$ cat config.mk
export PLATFORM = sky130hd
export DESIGN_NAME = source_text_tokenizer
export DESIGN_NICKNAME = d
export VERILOG_FILES = /design/src/design/stt_pkg.sv /design/src/design/stt_lexer.sv /design/src/design/stt_token_fifo.sv /design/src/design/source_text_tokenizer.sv
export SDC_FILE = /design/constraint.sdc
export NUM_CORES = 1
export LEC_CHECK = 0
export BUFFER_PORTS_ARGS = -buffer_cell sky130_fd_sc_hd__buf_2
export CELL_PAD_IN_SITES_DETAIL_PLACEMENT = 1
export CELL_PAD_IN_SITES_GLOBAL_PLACEMENT = 1
export CORE_MARGIN = 1
export CORE_UTILIZATION = 45
export DETAILED_ROUTE_END_ITERATION = 10
export GPL_TIMING_DRIVEN = 0
export HOLD_SLACK_MARGIN = 0.05
export MAX_ROUTING_LAYER = met4
export PLACE_DENSITY = 0.8
export SLEW_MARGIN = 10
export SYNTH_ARGS = -nofsm -noshare
export SYNTH_HDL_FRONTEND = slang
export SYNTH_SLANG_ARGS = --single-unit
$ cat constraint.sdc
create_clock -name clk -period 3.35 [get_ports clk]
set_input_delay 0.1675 -clock clk [delete_from_list [all_inputs] [get_ports clk]]
set_output_delay 0.1675 -clock clk [all_outputs]
set_load 0.1 [all_outputs]
$ cat src/design/stt_pkg.sv
package stt_pkg;

	localparam int OFFSET_BITS_DEF = 16;

	localparam int KIND_W   = 5;
	localparam int VALUE_W  = 32;
	localparam int LEX_W    = 16;

	localparam logic [KIND_W-1:0] K_EOF     = 5'd0;
	localparam logic [KIND_W-1:0] K_RETURN  = 5'd1;
	localparam logic [KIND_W-1:0] K_LET     = 5'd2;
	localparam logic [KIND_W-1:0] K_IF      = 5'd3;
	localparam logic [KIND_W-1:0] K_ELSE    = 5'd4;
	localparam logic [KIND_W-1:0] K_IDENT   = 5'd5;
	localparam logic [KIND_W-1:0] K_INT     = 5'd6;
	localparam logic [KIND_W-1:0] K_LE      = 5'd7;
	localparam logic [KIND_W-1:0] K_GE      = 5'd8;
	localparam logic [KIND_W-1:0] K_EQ      = 5'd9;
	localparam logic [KIND_W-1:0] K_NE      = 5'd10;
	localparam logic [KIND_W-1:0] K_LT      = 5'd11;
	localparam logic [KIND_W-1:0] K_GT      = 5'd12;
	localparam logic [KIND_W-1:0] K_PLUS    = 5'd13;
	localparam logic [KIND_W-1:0] K_MINUS   = 5'd14;
	localparam logic [KIND_W-1:0] K_STAR    = 5'd15;
	localparam logic [KIND_W-1:0] K_SLASH   = 5'd16;
	localparam logic [KIND_W-1:0] K_ASSIGN  = 5'd17;
	localparam logic [KIND_W-1:0] K_SEMI    = 5'd18;
	localparam logic [KIND_W-1:0] K_LPAREN  = 5'd19;
	localparam logic [KIND_W-1:0] K_RPAREN  = 5'd20;
	localparam logic [KIND_W-1:0] K_LBRACE  = 5'd21;
	localparam logic [KIND_W-1:0] K_RBRACE  = 5'd22;
	localparam logic [KIND_W-1:0] K_INVALID = 5'd23;

	typedef struct packed {
		logic [KIND_W-1:0]         kind;
		logic signed [VALUE_W-1:0] value;
		logic [LEX_W-1:0]          offset;
		logic [LEX_W-1:0]          length;
		logic                      last;
	} token_t;

	// tokens produced by one accepted byte, flushed one first
	typedef struct packed {
		logic   va;
		token_t ta;
		logic   vb;
		token_t tb;
	} push_t;

endpackage

$ cat src/design/stt_lexer.sv
module stt_lexer #(
	parameter int OFFSET_BITS = stt_pkg::OFFSET_BITS_DEF
) (
	input  logic           clk,
	input  logic           arst_n,
	input  logic           fire,
	input  logic [7:0]     text_byte,
	output stt_pkg::push_t push
);
	import stt_pkg::*;

	localparam logic [2:0] PK_NONE   = 3'd0;
	localparam logic [2:0] PK_IDENT  = 3'd1;
	localparam logic [2:0] PK_NUM    = 3'd2;
	localparam logic [2:0] PK_LT     = 3'd3;
	localparam logic [2:0] PK_GT     = 3'd4;
	localparam logic [2:0] PK_ASSIGN = 3'd5;
	localparam logic [2:0] PK_BANG   = 3'd6;

	localparam logic [OFFSET_BITS-1:0] POS_MAX = '1;

	logic [OFFSET_BITS-1:0] pos_q, pos_n;
	logic [2:0]             pend_q, pend_n;
	logic [OFFSET_BITS-1:0] start_q, start_n;
	logic [VALUE_W-1:0]     acc_q, acc_n;
	logic [7:0]             prefix_q [6];
	logic [7:0]             prefix_n [6];
	logic [2:0]             count_q, count_n;

	logic                   is_letter, is_digit, is_sep;
	logic [VALUE_W-1:0]     digit;
	logic                   flush_v;
	token_t                 flush_t;
	token_t                 zero_t;
	logic [OFFSET_BITS-1:0] ident_len;
	logic [KIND_W-1:0]      ident_kind;

	assign is_letter = (text_byte >= "a" && text_byte <= "z") ||
		(text_byte >= "A" && text_byte <= "Z") || text_byte == "_";
	assign is_digit  = text_byte >= "0" && text_byte <= "9";
	assign is_sep    = text_byte == " " || text_byte == 8'h09 || text_byte == 8'h0a;
	assign digit     = {28'd0, text_byte[3:0]};
	assign zero_t    = '0;
	assign ident_len = pos_q - start_q;

	always_comb begin
		ident_kind = K_IDENT;
		if (count_q == 3'd6 && {prefix_q[0], prefix_q[1], prefix_q[2], prefix_q[3],
				prefix_q[4], prefix_q[5]} == "return")
			ident_kind = K_RETURN;
		else if (count_q == 3'd3 && {prefix_q[0], prefix_q[1], prefix_q[2]} == "let")
			ident_kind = K_LET;
		else if (count_q == 3'd2 && {prefix_q[0], prefix_q[1]} == "if")
			ident_kind = K_IF;
		else if (count_q == 3'd4 && {prefix_q[0], prefix_q[1], prefix_q[2],
				prefix_q[3]} == "else")
			ident_kind = K_ELSE;
	end

	// token for whatever is pending when a run ends
	always_comb begin
		flush_v = 1'b1;
		flush_t = '0;
		unique case (pend_q)
			PK_IDENT: begin
				flush_t.kind = ident_kind;
				if (ident_kind == K_IDENT) begin
					flush_t.offset = LEX_W'(start_q);
					flush_t.length = LEX_W'(ident_len);
				end
			end
			PK_NUM: begin
				flush_t.kind  = K_INT;
				flush_t.value = acc_q;
			end
			PK_LT:     flush_t.kind = K_LT;
			PK_GT:     flush_t.kind = K_GT;
			PK_ASSIGN: flush_t.kind = K_ASSIGN;
			PK_BANG:   flush_t.kind = K_INVALID;
			default:   flush_v = 1'b0;
		endcase
	end

	always_comb begin
		pos_n    = pos_q;
		pend_n   = pend_q;
		start_n  = start_q;
		acc_n    = acc_q;
		count_n  = count_q;
		prefix_n = prefix_q;
		push.va  = 1'b0;
		push.ta  = zero_t;
		push.vb  = 1'b0;
		push.tb  = zero_t;
		if (fire) begin
			if (text_byte == 8'd0) begin
				push.va = flush_v;
				push.ta = flush_t;
				push.vb = 1'b1;
				push.tb.kind = K_EOF;
				pos_n   = '0;
				pend_n  = PK_NONE;
				start_n = '0;
				acc_n   = '0;
				count_n = '0;
				for (int i = 0; i < 6; i++) prefix_n[i] = '0;
			end else begin
				if (pos_q != POS_MAX) pos_n = pos_q + 1'b1;
				if (pend_q == PK_IDENT && (is_letter || is_digit)) begin
					for (int i = 0; i < 6; i++)
						if (count_q == 3'(i)) prefix_n[i] = text_byte;
					if (count_q != 3'd7) count_n = count_q + 3'd1;
				end else if (pend_q == PK_NUM && is_digit) begin
					acc_n = (acc_q << 3) + (acc_q << 1) + digit;
				end else if ((pend_q == PK_LT || pend_q == PK_GT || pend_q == PK_ASSIGN ||
						pend_q == PK_BANG) && text_byte == "=") begin
					push.vb = 1'b1;
					unique case (pend_q)
						PK_LT:     push.tb.kind = K_LE;
						PK_GT:     push.tb.kind = K_GE;
						PK_ASSIGN: push.tb.kind = K_EQ;
						default:   push.tb.kind = K_NE;
					endcase
					pend_n = PK_NONE;
				end else begin
					push.va = flush_v;
					push.ta = flush_t;
					pend_n  = PK_NONE;
					if (is_sep) begin
						pend_n = PK_NONE;
					end else if (is_letter) begin
						pend_n  = PK_IDENT;
						start_n = pos_q;
						for (int i = 1; i < 6; i++) prefix_n[i] = '0;
						prefix_n[0] = text_byte;
						count_n = 3'd1;
					end else if (is_digit) begin
						pend_n = PK_NUM;
						acc_n  = digit;
					end else begin
						push.vb = 1'b1;
						unique case (text_byte)
							"<": begin push.vb = 1'b0; pend_n = PK_LT; end
							">": begin push.vb = 1'b0; pend_n = PK_GT; end
							"=": begin push.vb = 1'b0; pend_n = PK_ASSIGN; end
							"!": begin push.vb = 1'b0; pend_n = PK_BANG; end
							"+":     push.tb.kind = K_PLUS;
							"-":     push.tb.kind = K_MINUS;
							"*":     push.tb.kind = K_STAR;
							"/":     push.tb.kind = K_SLASH;
							";":     push.tb.kind = K_SEMI;
							"(":     push.tb.kind = K_LPAREN;
							")":     push.tb.kind = K_RPAREN;
							"{":     push.tb.kind = K_LBRACE;
							"}":     push.tb.kind = K_RBRACE;
							default: push.tb.kind = K_INVALID;
						endcase
					end
				end
			end
		end
		// mark the final token of this byte
		if (push.vb) push.tb.last = 1'b1;
		else if (push.va) push.ta.last = 1'b1;
	end

	always_ff @(posedge clk or negedge arst_n) begin
		if (!arst_n) begin
			pos_q   <= '0;
			pend_q  <= PK_NONE;
			start_q <= '0;
			acc_q   <= '0;
			count_q <= '0;
			for (int i = 0; i < 6; i++) prefix_q[i] <= '0;
		end else begin
			pos_q    <= pos_n;
			pend_q   <= pend_n;
			start_q  <= start_n;
			acc_q    <= acc_n;
			count_q  <= count_n;
			prefix_q <= prefix_n;
		end
	end

endmodule

$ cat src/design/stt_token_fifo.sv
module stt_token_fifo (
	input  logic            clk,
	input  logic            arst_n,
	input  stt_pkg::push_t  push,
	output logic            space,
	output logic            token_valid,
	input  logic            token_ready,
	output stt_pkg::token_t head
);
	import stt_pkg::*;

	localparam int DEPTH = 4;
	localparam int AW    = $clog2(DEPTH);

	token_t          mem_q [DEPTH];
	logic [AW-1:0]   wr_q, rd_q, b_idx;
	logic [AW:0]     cnt_q, n_push;
	logic            pop;

	assign pop         = token_valid && token_ready;
	assign token_valid = cnt_q != '0;
	assign head        = mem_q[rd_q];
	// room for the two tokens one byte can make
	assign space       = cnt_q <= (AW+1)'(DEPTH - 2);
	assign b_idx       = wr_q + AW'(push.va);
	assign n_push      = (AW+1)'(push.va) + (AW+1)'(push.vb);

	always_ff @(posedge clk) begin
		if (push.va) mem_q[wr_q] <= push.ta;
		if (push.vb) mem_q[b_idx] <= push.tb;
	end

	always_ff @(posedge clk or negedge arst_n) begin
		if (!arst_n) begin
			wr_q  <= '0;
			rd_q  <= '0;
			cnt_q <= '0;
		end else begin
			wr_q  <= wr_q + AW'(n_push);
			if (pop) rd_q <= rd_q + 1'b1;
			cnt_q <= cnt_q + n_push - (AW+1)'(pop);
		end
	end

endmodule

$ cat src/design/source_text_tokenizer.sv
// Streaming tokenizer: takes one source byte per cycle on the text channel and
// gives tokens on the token channel in source order, one per cycle while the
// consumer is ready. A byte is taken whenever the four-entry token queue has
// room for two tokens, so text flows at one byte per cycle as long as the
// consumer keeps up; a byte that ends a pending token and starts a one-character
// token makes two tokens and those drain at one per cycle. A token is written
// into the queue as the byte that completes it is taken. Byte zero flushes the
// pending token, gives EOF and returns the tokenizer to its reset state.
module source_text_tokenizer #(
	parameter int OFFSET_BITS = stt_pkg::OFFSET_BITS_DEF
) (
	input  logic                              clk,
	input  logic                              arst_n,
	input  logic                              text_valid,
	output logic                              text_ready,
	input  logic [7:0]                        text_byte,
	output logic                              token_valid,
	input  logic                              token_ready,
	output logic [stt_pkg::KIND_W-1:0]        token_kind,
	output logic signed [stt_pkg::VALUE_W-1:0] number_value,
	output logic [stt_pkg::LEX_W-1:0]         lexeme_offset,
	output logic [stt_pkg::LEX_W-1:0]         lexeme_length,
	output logic                              last_in_run
);
	import stt_pkg::*;

	push_t  push;
	token_t head;
	logic   fire;

	assign fire = text_valid && text_ready;

	stt_lexer #(.OFFSET_BITS(OFFSET_BITS)) u_lexer (
		.clk       (clk),
		.arst_n    (arst_n),
		.fire      (fire),
		.text_byte (text_byte),
		.push      (push)
	);

	stt_token_fifo u_fifo (
		.clk         (clk),
		.arst_n      (arst_n),
		.push        (push),
		.space       (text_ready),
		.token_valid (token_valid),
		.token_ready (token_ready),
		.head        (head)
	);

	assign token_kind    = head.kind;
	assign number_value  = head.value;
	assign lexeme_offset = head.offset;
	assign lexeme_length = head.length;
	assign last_in_run   = head.last;

endmodule

==> results.ini, run 1 <==
[run_status]
outcome = finished, final reports clean

[critical_path]
required_ps = 3680
critPathTopFamily = buffers and inverters
path_cells = clkbuf_1 > nor3b_2 > nand4_1 > nand3_4 > nor3_4 > buf_6 > ha_4 > clkinvlp_4 > o311ai_2 > buf_4 > inv_2 > a22o_1
cp-end-kind = register
crit_type = register to register
critPathLaunchType = register
slowest_stage = o311ai_2
cp.arrival_ps = 3580
max_stage_delay_ps = 430
path_buf_inv = 5
worstPathMaxFanout = 10
timing.rr.start = u_lexer.pend_q[2]
cp-startpoint = u_lexer.pend_q[2]

[final_layout]
finalNonFillerCells = 2526
fillers = 4659
final_nets = 2008
antenna_cells = 0
areaGrowthSynthToFinish_pct = 14.8
final_cell_area_sq_mm = 0.0225
drive_gt1_frac = 0.199

[placed_design]
post-dp-hpwl_microns = 42100
place_area_sq_mm = 0.0208
dp.cells = 2433
gp_congestion = 0.856
port_buffers = 81

[sta]
skew_ps = 18.1
hold_violations = 0
period_share = 0.970
finalSetupViolations = 0
maxSlewViolCount = 0
relSlewSlack = 0.386
maxClockFrequency_mhz = 308
worstMarginPinSlew_ps = 921
whs_ps = 81.3
fin_crit_ps = 3250
tns_ps = 0

[floorplanning]
die_area_sq_mm = 0.0443
std_cell_rows = 76
core_area_sq_mm = 0.0430
boundaryPins = 84
die_w_microns = 211
initial_utilization = 0.455
die_y_microns = 211

[routing]
route.detailed.drc = 0
postRouteAntennaNets = 0
detail_route.wl_per_cell_microns = 23.4
vias_per_cell = 6.08
dr.pass1.iters = 5
vias = 15400
initialDrtViolationCount = 1103
routed_wl_microns = 59200

[yosys]
synth.most_common_cell = dfxtp_1
yosys-top-cells-count = 256 x dfxtp_1, 173 x nand2_1, 134 x o2bb2ai_1
synth_seq_cells = 405
seq_area_frac_synth = 0.458
ys_types = 88
synthArstFlopShare = 0.309
syn_area_per_cell_sq_um = 11.1
syn-instance-count = 1766
ys.flop_type = dfxtp_1
synth_area_leaders = dfxtp_1 26%, dfrtp_1 16%, mux4_2 8.1%
yosys_warnings = 0
syn-num-nets = 1869
synth_edf_count = 24
synth_area_sq_mm = 0.0196
synth_top_area_cell = dfxtp_1
yosysTopAreaCellShare = 0.262

[global_route]
grt_pass1_wl_microns = 92200
grt_max_degree = 80
grtUsageTotal = 0.274
first_global_vias = 16100
antenna_found_initial = 0
grt-ovfl-total = 0

[worst_hold_path]
worstHoldStart = text_byte[5]
hold_class = input pin to register

[clock_network]
cts_num_sinks = 405
clkSlewWorstSetupHoldPaths_ps = 60
root_buffer = clkbuf_16
cts_buffer_depth = 3
htreeDepth = 2
clk_latency_ps = 590
numCtsBuffers = 44
cts_tree = built

[pwr]
ir_worst_vdd_mv = 0.386
power.leakage_nw = 9.27
p_per_area_mw_per_mm2 = 673

[job]
cap_violations = 0

stage by stage:
stage	setup slack, ps	utilization	power, mW
2_1_floorplan	13.0	-	8.86
3_3_place_gp	-633	0.482	10.1
3_5_place_dp	-767	0.483	10.3
4_1_cts	3.58	0.517	15.0
5_1_grt	-32.0	0.523	15.7
6_report	100	0.523	15.1
routing by layer:
layer / vias up / wire (microns) / track usage
li1: 6945 / - / -
met1: 7946 / 26000 / 0.353
met2: 375 / 29300 / 0.456
met3: 102 / 2410 / 0.0317
met4: 0 / 1510 / 0.0747
met5: - / 0 / -
flip-flops by register name (all words and copies together), names as in the netlist:
name              flops
u_lexer.start_q      16
u_lexer.acc_q        32
u_fifo.mem_q        280
u_fifo.cnt_q          3
u_fifo.wr_q           2
u_fifo.rd_q           2
u_lexer.count_q       3
u_lexer.prefix_q     48
u_lexer.pos_q        16
u_lexer.pend_q        3
path summary, 6_finish.rpt:
| kind | slack [ps] | end | depth (start not counted) |
|---|---|---|---|
| max | 100 | u_fifo.mem_q[1][66] | 12 |
| min | 80 | u_lexer.prefix_q[5] | 3 |
| max reg2reg | 100 | u_fifo.mem_q[1][66] | 12 |
| min reg2reg | 460 | u_fifo.mem_q[1][42] | 1 |
| max in group asynchronous | 2380 | u_lexer.pend_q[1] | 3 |
| min in group asynchronous | 150 | u_lexer.start_q[5] | 2 |
placed cells by master, fill, tap and decap left out, drive strengths merged, types with 17 or more instances in the layout:
cell / netlist / layout
a21o: 33 / 33
buf: 73 / 160
nor3: 25 / 25
xnor2: 29 / 29
o2bb2ai: 134 / 134
dfrtp: 125 / 125
inv: 50 / 48
mux4: 70 / 70
dfxtp: 256 / 256
ha: 87 / 87
o31ai: 17 / 17
a22o: 130 / 130
o21ai: 85 / 85
a21oi: 56 / 56
edfxtp: 24 / 24
mux2: 31 / 31
nand2: 174 / 174
o22ai: 20 / 20
nand3: 23 / 23
clkbuf: 45 / 111
nor2: 67 / 67
xor2: 27 / 27
worst reg2reg max path, cell delays in order (launching register included):
cell        delay, ps
dfrtp_1           370
clkbuf_1          180
nor3b_2           260
nand4_1           250
nand3_4           230
nor3_4             60
buf_6             130
ha_4              340
clkinvlp_4        220
o311ai_2          430
buf_4             290
inv_2              50
a22o_1            190
kinds of logic (layout without fill, tap and decap cells):
family | after synthesis | after routing | synth area share
AO/OA/AOI/OAI | 538 | 538 | 0.212
XOR/XNOR | 56 | 56 | 0.0251
adder cells (fa/ha/maj) | 92 | 92 | 0.0602
buffers and inverters | 168 | 343 | 0.0425
flip-flops | 405 | 405 | 0.458
multiplexers | 108 | 108 | 0.102
AND/OR/NAND/NOR | 399 | 399 | 0.100
final cells by class:
| class | instances | area, sq um | share of cell area |
|---|---|---|---|
| buffer | 115 | 674 | 0.0300 |
| clock buffer | 65 | 1240 | 0.0552 |
| sequential | 405 | 8980 | 0.399 |
| multi-input combinational | 1193 | 9960 | 0.443 |
| timing repair buffer | 96 | 552 | 0.0245 |
| tap | 585 | 732 | 0.0326 |
| clock inverter | 17 | 139 | 0.00618 |
| inverter | 50 | 199 | 0.00885 |
where the power goes:
part | internal [mW] | leakage, nW | switching [mW]
Combinational | 1.56 | 4.62 | 3.31
Clock | 2.66 | 0.678 | 2.06
Sequential | 5.20 | 3.98 | 0.338
timing repair:
| action | 4_1_cts | 5_1_grt |
|---|---|---|
| pin swaps | 2 | 8 |
| setup buffers | 1 | 10 |
| gates resized for setup | 21 | 34 |
| setup endpoints to repair | 361 | 226 |
| hold buffers | 2 | 1 |
| endpoints found under the hold margin | 47 | 1 |
No activity file was read; power rests on OpenSTA's default activity.
==> run 2: changes to the inputs <==
- CELL_PAD_IN_SITES_DETAIL_PLACEMENT: 1 -> 0
- CELL_PAD_IN_SITES_GLOBAL_PLACEMENT: 1 -> 2
- CORE_UTILIZATION: 45 -> 38
==> results.ini, run 2 (synthesis gave the netlist of run 1 again) <==
[worst_hold_path]
hold_class = input pin to register

[clock_network]
clk_latency_ps = 580
numCtsBuffers = 45
clkSlewWorstSetupHoldPaths_ps = 60
htreeDepth = 2
root_buffer = clkbuf_16
cts_tree = built
cts_buffer_depth = 3
cts_num_sinks = 405

[sta]
skew_ps = 16.0
relSlewSlack = 0.401
maxClockFrequency_mhz = 310
period_share = 0.964
fin_crit_ps = 3230
whs_ps = 85.3
hold_violations = 0
maxSlewViolCount = 0
worstMarginPinSlew_ps = 892
finalSetupViolations = 0
rsz0062_at_grt = true

[placed_design]
post-dp-hpwl_microns = 40300
port_buffers = 81
gp_congestion = 0.835

[global_route]
grt_pass1_wl_microns = 87800
first_global_vias = 14900
grtUsageTotal = 0.219
antenna_found_initial = 0
grt-ovfl-total = 0
grt_max_degree = 79

[floorplanning]
boundaryPins = 84
core_area_sq_mm = 0.0505
initial_utilization = 0.388
die_y_microns = 229
std_cell_rows = 82
die_w_microns = 229
die_area_sq_mm = 0.0524

[run_status]
outcome = finished, final reports clean

[final_layout]
final_nets = 2008
regArea_sq_mm = 0.00898
multi_input_area_sq_mm = 0.00991
areaGrowthSynthToFinish_pct = 15.4
fillers = 4818
drive_gt1_frac = 0.201
final_common_cell = dfxtp_1
top_register = u_fifo.mem_q
largest_reg_flops = 280
antenna_cells = 0
mostFrequentLayoutCells = 256 x dfxtp_1, 173 x nand2_1, 134 x o2bb2ai_1, 130 x a22o_1, 122 x dfrtp_1
largest_registers = u_fifo.mem_q: 280 flops, u_lexer.prefix_q: 48 flops, u_lexer.acc_q: 32 flops

[critical_path]
worstPathMaxFanout = 3
cp.arrival_ps = 3690
cp-end-kind = register
critPathLaunchType = register
required_ps = 3810
crit_type = register to register
r2r_slack_ps = 120

[routing]
routed_wl_microns = 55900
vias = 14800
postRouteAntennaNets = 0
detail_route.wl_per_cell_microns = 21.4
vias_per_cell = 5.66
route.detailed.drc = 0
initialDrtViolationCount = 908
dr.pass1.iters = 7

[job]
cap_violations = 0

[pwr]
power.leakage_nw = 9.29
ir_worst_vdd_mv = 0.594
p_per_area_mw_per_mm2 = 670
power_mw = 15.1

[run 2: cell types whose count changed in the layout (fill, tap and decap cells not counted), moves of 2 or more]
cell / before / now
buf_4: 26 / 24
clkbuf_1: 56 / 54
clkbuf_16: 44 / 46
clkbuf_2: 3 / 5
clkbuf_8: 6 / 10
clkinv_1: 5 / 0
clkinv_8: 3 / 0
inv_6: 0 / 2
nor3_4: 4 / 2
[run 2: timing repair]
item	in CTS	in global routing
gates resized for setup	27	23
pin swaps	4	7
hold endpoints to repair	94	0
endpoints found under the setup margin	362	142
hold buffers	4	0
buffers inserted	4	4
[run 2: worst paths after layout]
check / cells past startpoint / endpoint / from
max: 10 / u_lexer.acc_q[29] / u_lexer.acc_q[0]
min: 4 / u_lexer.acc_q[1] / text_byte[1]
max reg2reg: 10 / u_lexer.acc_q[29] / u_lexer.acc_q[0]
min reg2reg: 1 / u_fifo.mem_q[1][62] / u_fifo.mem_q[1][62]
max in group asynchronous: 4 / u_lexer.pos_q[7] / arst_n
min in group asynchronous: 3 / u_lexer.acc_q[21] / arst_n
[run 2: cell type report]
type | instances | share of cell area
inverter | 50 | 0.00881
tap | 672 | 0.0372
timing repair buffer | 95 | 0.0251
buffer | 115 | 0.0295
clock buffer | 69 | 0.0592
clock inverter | 11 | 0.00404
multi-input combinational | 1193 | 0.439
sequential | 405 | 0.397
[run 2: routing by layer]
layer,GRT usage,wire length (microns),up-vias
met5,-,0,-
met4,0.0579,1300,0
met3,0.0351,2290,80
met2,0.336,25600,322
met1,0.300,26700,7390
li1,-,-,6974
[run 2: power breakdown]
group / total (mW) / switching [mW] / internal, mW
registers: 5.52 / 0.314 / 5.20
logic: 4.75 / 3.21 / 1.54
clock network: 4.85 / 2.03 / 2.82
[run 2: per-stage QoR]
step           worst slack [ps]  std cells   util  setup TNS [ps]  area, sq um
2_1_floorplan              13.0       1766      -               0        19600
3_3_place_gp               -752       2519  0.413         -150920        20800
3_5_place_dp               -765       2521  0.414         -153690        20900
4_1_cts                    3.77       2606  0.446               0        22500
5_1_grt                   -37.4       2610  0.447            -400        22600
6_report                    120       2610  0.447               0        22600
[run 2: worst max-delay path: stages, from the launching register on]
cell	delay [ps]
dfrtp_2	430
fa_2	600
ha_1	250
a211o_1	280
a21oi_2	200
a211oi_1	140
o211a_1	290
o211a_1	280
o2111ai_2	240
nand3_1	130
a32o_1	260
==> run 3: changes to the inputs <==
- ABC_AREA: default -> 1
- CORE_UTILIZATION: 38 -> 33
- CTS_CLUSTER_DIAMETER: default -> 200
- PLACE_DENSITY: 0.8 -> 0.81
==> results.ini, run 3 <==
[clock_network]
clk_latency_ps = 590
clkSlewWorstSetupHoldPaths_ps = 60
htreeDepth = 2
cts_tree = built
cts_num_sinks = 405
numCtsBuffers = 50
cts_buffer_depth = 3
root_buffer = clkbuf_16

[routing]
postRouteAntennaNets = 0
detail_route.wl_per_cell_microns = 17.9
dr.pass1.iters = 7
route.detailed.drc = 0
routed_wl_microns = 72100
vias_per_cell = 4.93
initialDrtViolationCount = 1404
vias = 19800

[critical_path]
crit_top_cell = clkbuf_2
cp.arrival_ps = 3050
max_stage_delay_ps = 480
required_ps = 3180
r2r_slack_ps = 250
slowest_stage = o22ai_1
critPathLaunchType = register
r2r-end = u_fifo.mem_q[1][67]
cp-end-kind = output pin
path_cells = clkbuf_1 > inv_1 > clkbuf_2 > clkbuf_2 > nor2_1 > o22ai_1 > buf_4
worstPathMaxFanout = 10
crit_type = register to output pin
reg2reg_depth = 20
timing.rr.start = u_lexer.pend_q[2]

[sta]
maxClockFrequency_mhz = 311
relSlewSlack = 0.217
skew_ps = 13.9
fin_crit_ps = 3220
worstMarginPinSlew_ps = 1160
finalSetupViolations = 0
whs_ps = 127
period_share = 0.960
maxSlewViolCount = 0
hold_violations = 0

[yosys]
seq_area_frac_synth = 0.423
ys_types = 44
synthArstFlopShare = 0.309
ys.flop_type = dfxtp_1
synth_edf_count = 24
syn-num-nets = 3088
yosysTopAreaCellShare = 0.242
yosys_warnings = 0
synth_seq_cells = 405
synth_top_area_cell = dfxtp_1
synth_area_sq_mm = 0.0212
syn_area_per_cell_sq_um = 7.10
syn-instance-count = 2985
synth.most_common_cell = nand2_1
synth_area_leaders = dfxtp_1 24%, nand2_1 20%, dfrtp_1 15%
yosys-top-cells-count = 1,109 x nand2_1, 329 x nor2_1, 256 x dfxtp_1

[final_layout]
final_nets = 3233
areaGrowthSynthToFinish_pct = 16.6
drive_gt1_frac = 0.0999
antenna_cells = 0
final_cell_area_sq_mm = 0.0247
largest_registers = u_fifo.mem_q: 280 flops, u_lexer.prefix_q: 48 flops, u_lexer.acc_q: 32 flops
fillers = 6779
largest_reg_flops = 280
top_register = u_fifo.mem_q
final_common_cell = nand2_1
multi_input_area_sq_mm = 0.0107
regArea_sq_mm = 0.00897
finalNonFillerCells = 4018
mostFrequentLayoutCells = 1,106 x nand2_1, 325 x nor2_1, 256 x dfxtp_1, 252 x o21ai_0, 198 x inv_1

[floorplanning]
die_y_microns = 255
die_area_sq_mm = 0.0653
std_cell_rows = 92
die_w_microns = 255
core_area_sq_mm = 0.0633
boundaryPins = 84
initial_utilization = 0.335

[worst_hold_path]
holdPathEnd = u_fifo.rd_q[0]
worstHoldStart = token_ready
hold_path_depth = 3
hold_class = input pin to register

[global_route]
first_global_vias = 19200
grt_pass1_wl_microns = 111000
grt-ovfl-total = 0
grt_max_degree = 77
antenna_found_initial = 0
grtUsageTotal = 0.224

[pwr]
p_switching_mw = 13.6
power.leakage_nw = 11.8
ir_worst_vdd_mv = 0.650
p_per_area_mw_per_mm2 = 1050
p_comb_frac = 0.548
clkPwrFrac = 0.223
switching_share = 0.524
power.share.sequential = 0.229
p_int_mw = 12.4

[placed_design]
post-dp-hpwl_microns = 53500
dp.cells = 3915
place_area_sq_mm = 0.0227
port_buffers = 83
gp_congestion = 0.886

[job]
cap_violations = 0

[run_status]
outcome = finished, final reports clean

==> run 3: changes by cell type after synthesis, sizes merged, moves of 70 or more <==
| cell | delta |
|---|---|
| nor2 | +273 |
| o2bb2ai | -134 |
| o21ai | +179 |
| a22o | -130 |
| nand2 | +954 |
| mux4 | -70 |
| nand3 | +76 |
| inv | +169 |
==> run 3: how the worst max path moves through the flow <==
| stage | start | cells after the start | end | slack [ps] |
|---|---|---|---|---|
| floorplan | u_fifo.cnt_q[1] | 16 | u_fifo.mem_q[1][66] | 290 |
| finish | u_fifo.rd_q[0] | 7 | number_value[4] | 130 |
| global route | u_lexer.pend_q[0] | 20 | u_fifo.mem_q[1][67] | -10 |
| detailed placement | text_byte[0] | 21 | u_fifo.mem_q[1][67] | -80 |
| global placement | text_byte[0] | 21 | u_fifo.mem_q[1][67] | -80 |
| CTS | u_fifo.rd_q[0] | 7 | lexeme_length[12] | 0.6 |
==> run 3: layout make-up <==
cell class / count / share of cell area
Multi-Input combinational cell: 2237 / 0.435
Sequential cell: 405 / 0.363
Clock buffer: 82 / 0.0646
Tap cell: 846 / 0.0428
Inverter: 220 / 0.0344
Buffer: 123 / 0.0295
Timing Repair Buffer: 93 / 0.0231
Clock inverter: 12 / 0.00785
==> run 3: cells by family (layout without fill, tap and decap cells) <==
family	after synthesis	in the layout	share of synthesized area
and+or+nand+nor	1643	1643	0.312
AOI/OAI and AO/OA	456	456	0.117
DFF	405	405	0.423
adders and majority gates	91	91	0.0551
xor gates and xnor gates	47	47	0.0194
buffers and inverters	343	530	0.0729
==> run 3: stage by stage <==
stage                     setup slack [ps]  power [mW]  utilization  setup TNS [ps]
after floorplan                        294        16.6            -               0
after detailed placement             -84.2        20.2        0.359            -219
after CTS                            0.645        26.1        0.389               0
after global placement               -82.0        20.1        0.358            -171
final                                  133        26.0        0.390               0
after global routing                 -13.5        27.6        0.390           -17.2
==> run 3: timing repair <==
action / CTS / global route
setup buffers: 0 / 1
endpoints found under the setup margin: 75 / 302
hold buffers: 8 / 0
endpoints found under the hold margin: 88 / 0
resized for setup: 10 / 49
==> run 3: worst max-delay path: cells and delay by family (launching register included) <==
family | cells | cell delay, ps
flops | 1 | 360
buf+inv | 5 | 1530
compound gates | 1 | 480
simple gates | 1 | 70
==> run 3: power groups by stage <==
stage	sequential, mW	clock [mW]	combinational, mW
2_1_floorplan	5.84	0	10.8
3_3_place_gp	6.02	0	14.1
3_5_place_dp	6.04	0	14.2
4_1_cts	5.94	5.94	14.2
5_1_grt	6.02	6.14	15.4
6_report	5.95	5.80	14.3
==> run 3: routing by layer <==
layer	vias to the layer above	wire, microns	track usage
li1	9889	-	-
met1	9324	34400	0.303
met2	481	32100	0.344
met3	101	3820	0.0352
met4	0	1800	0.0647
met5	-	0	-
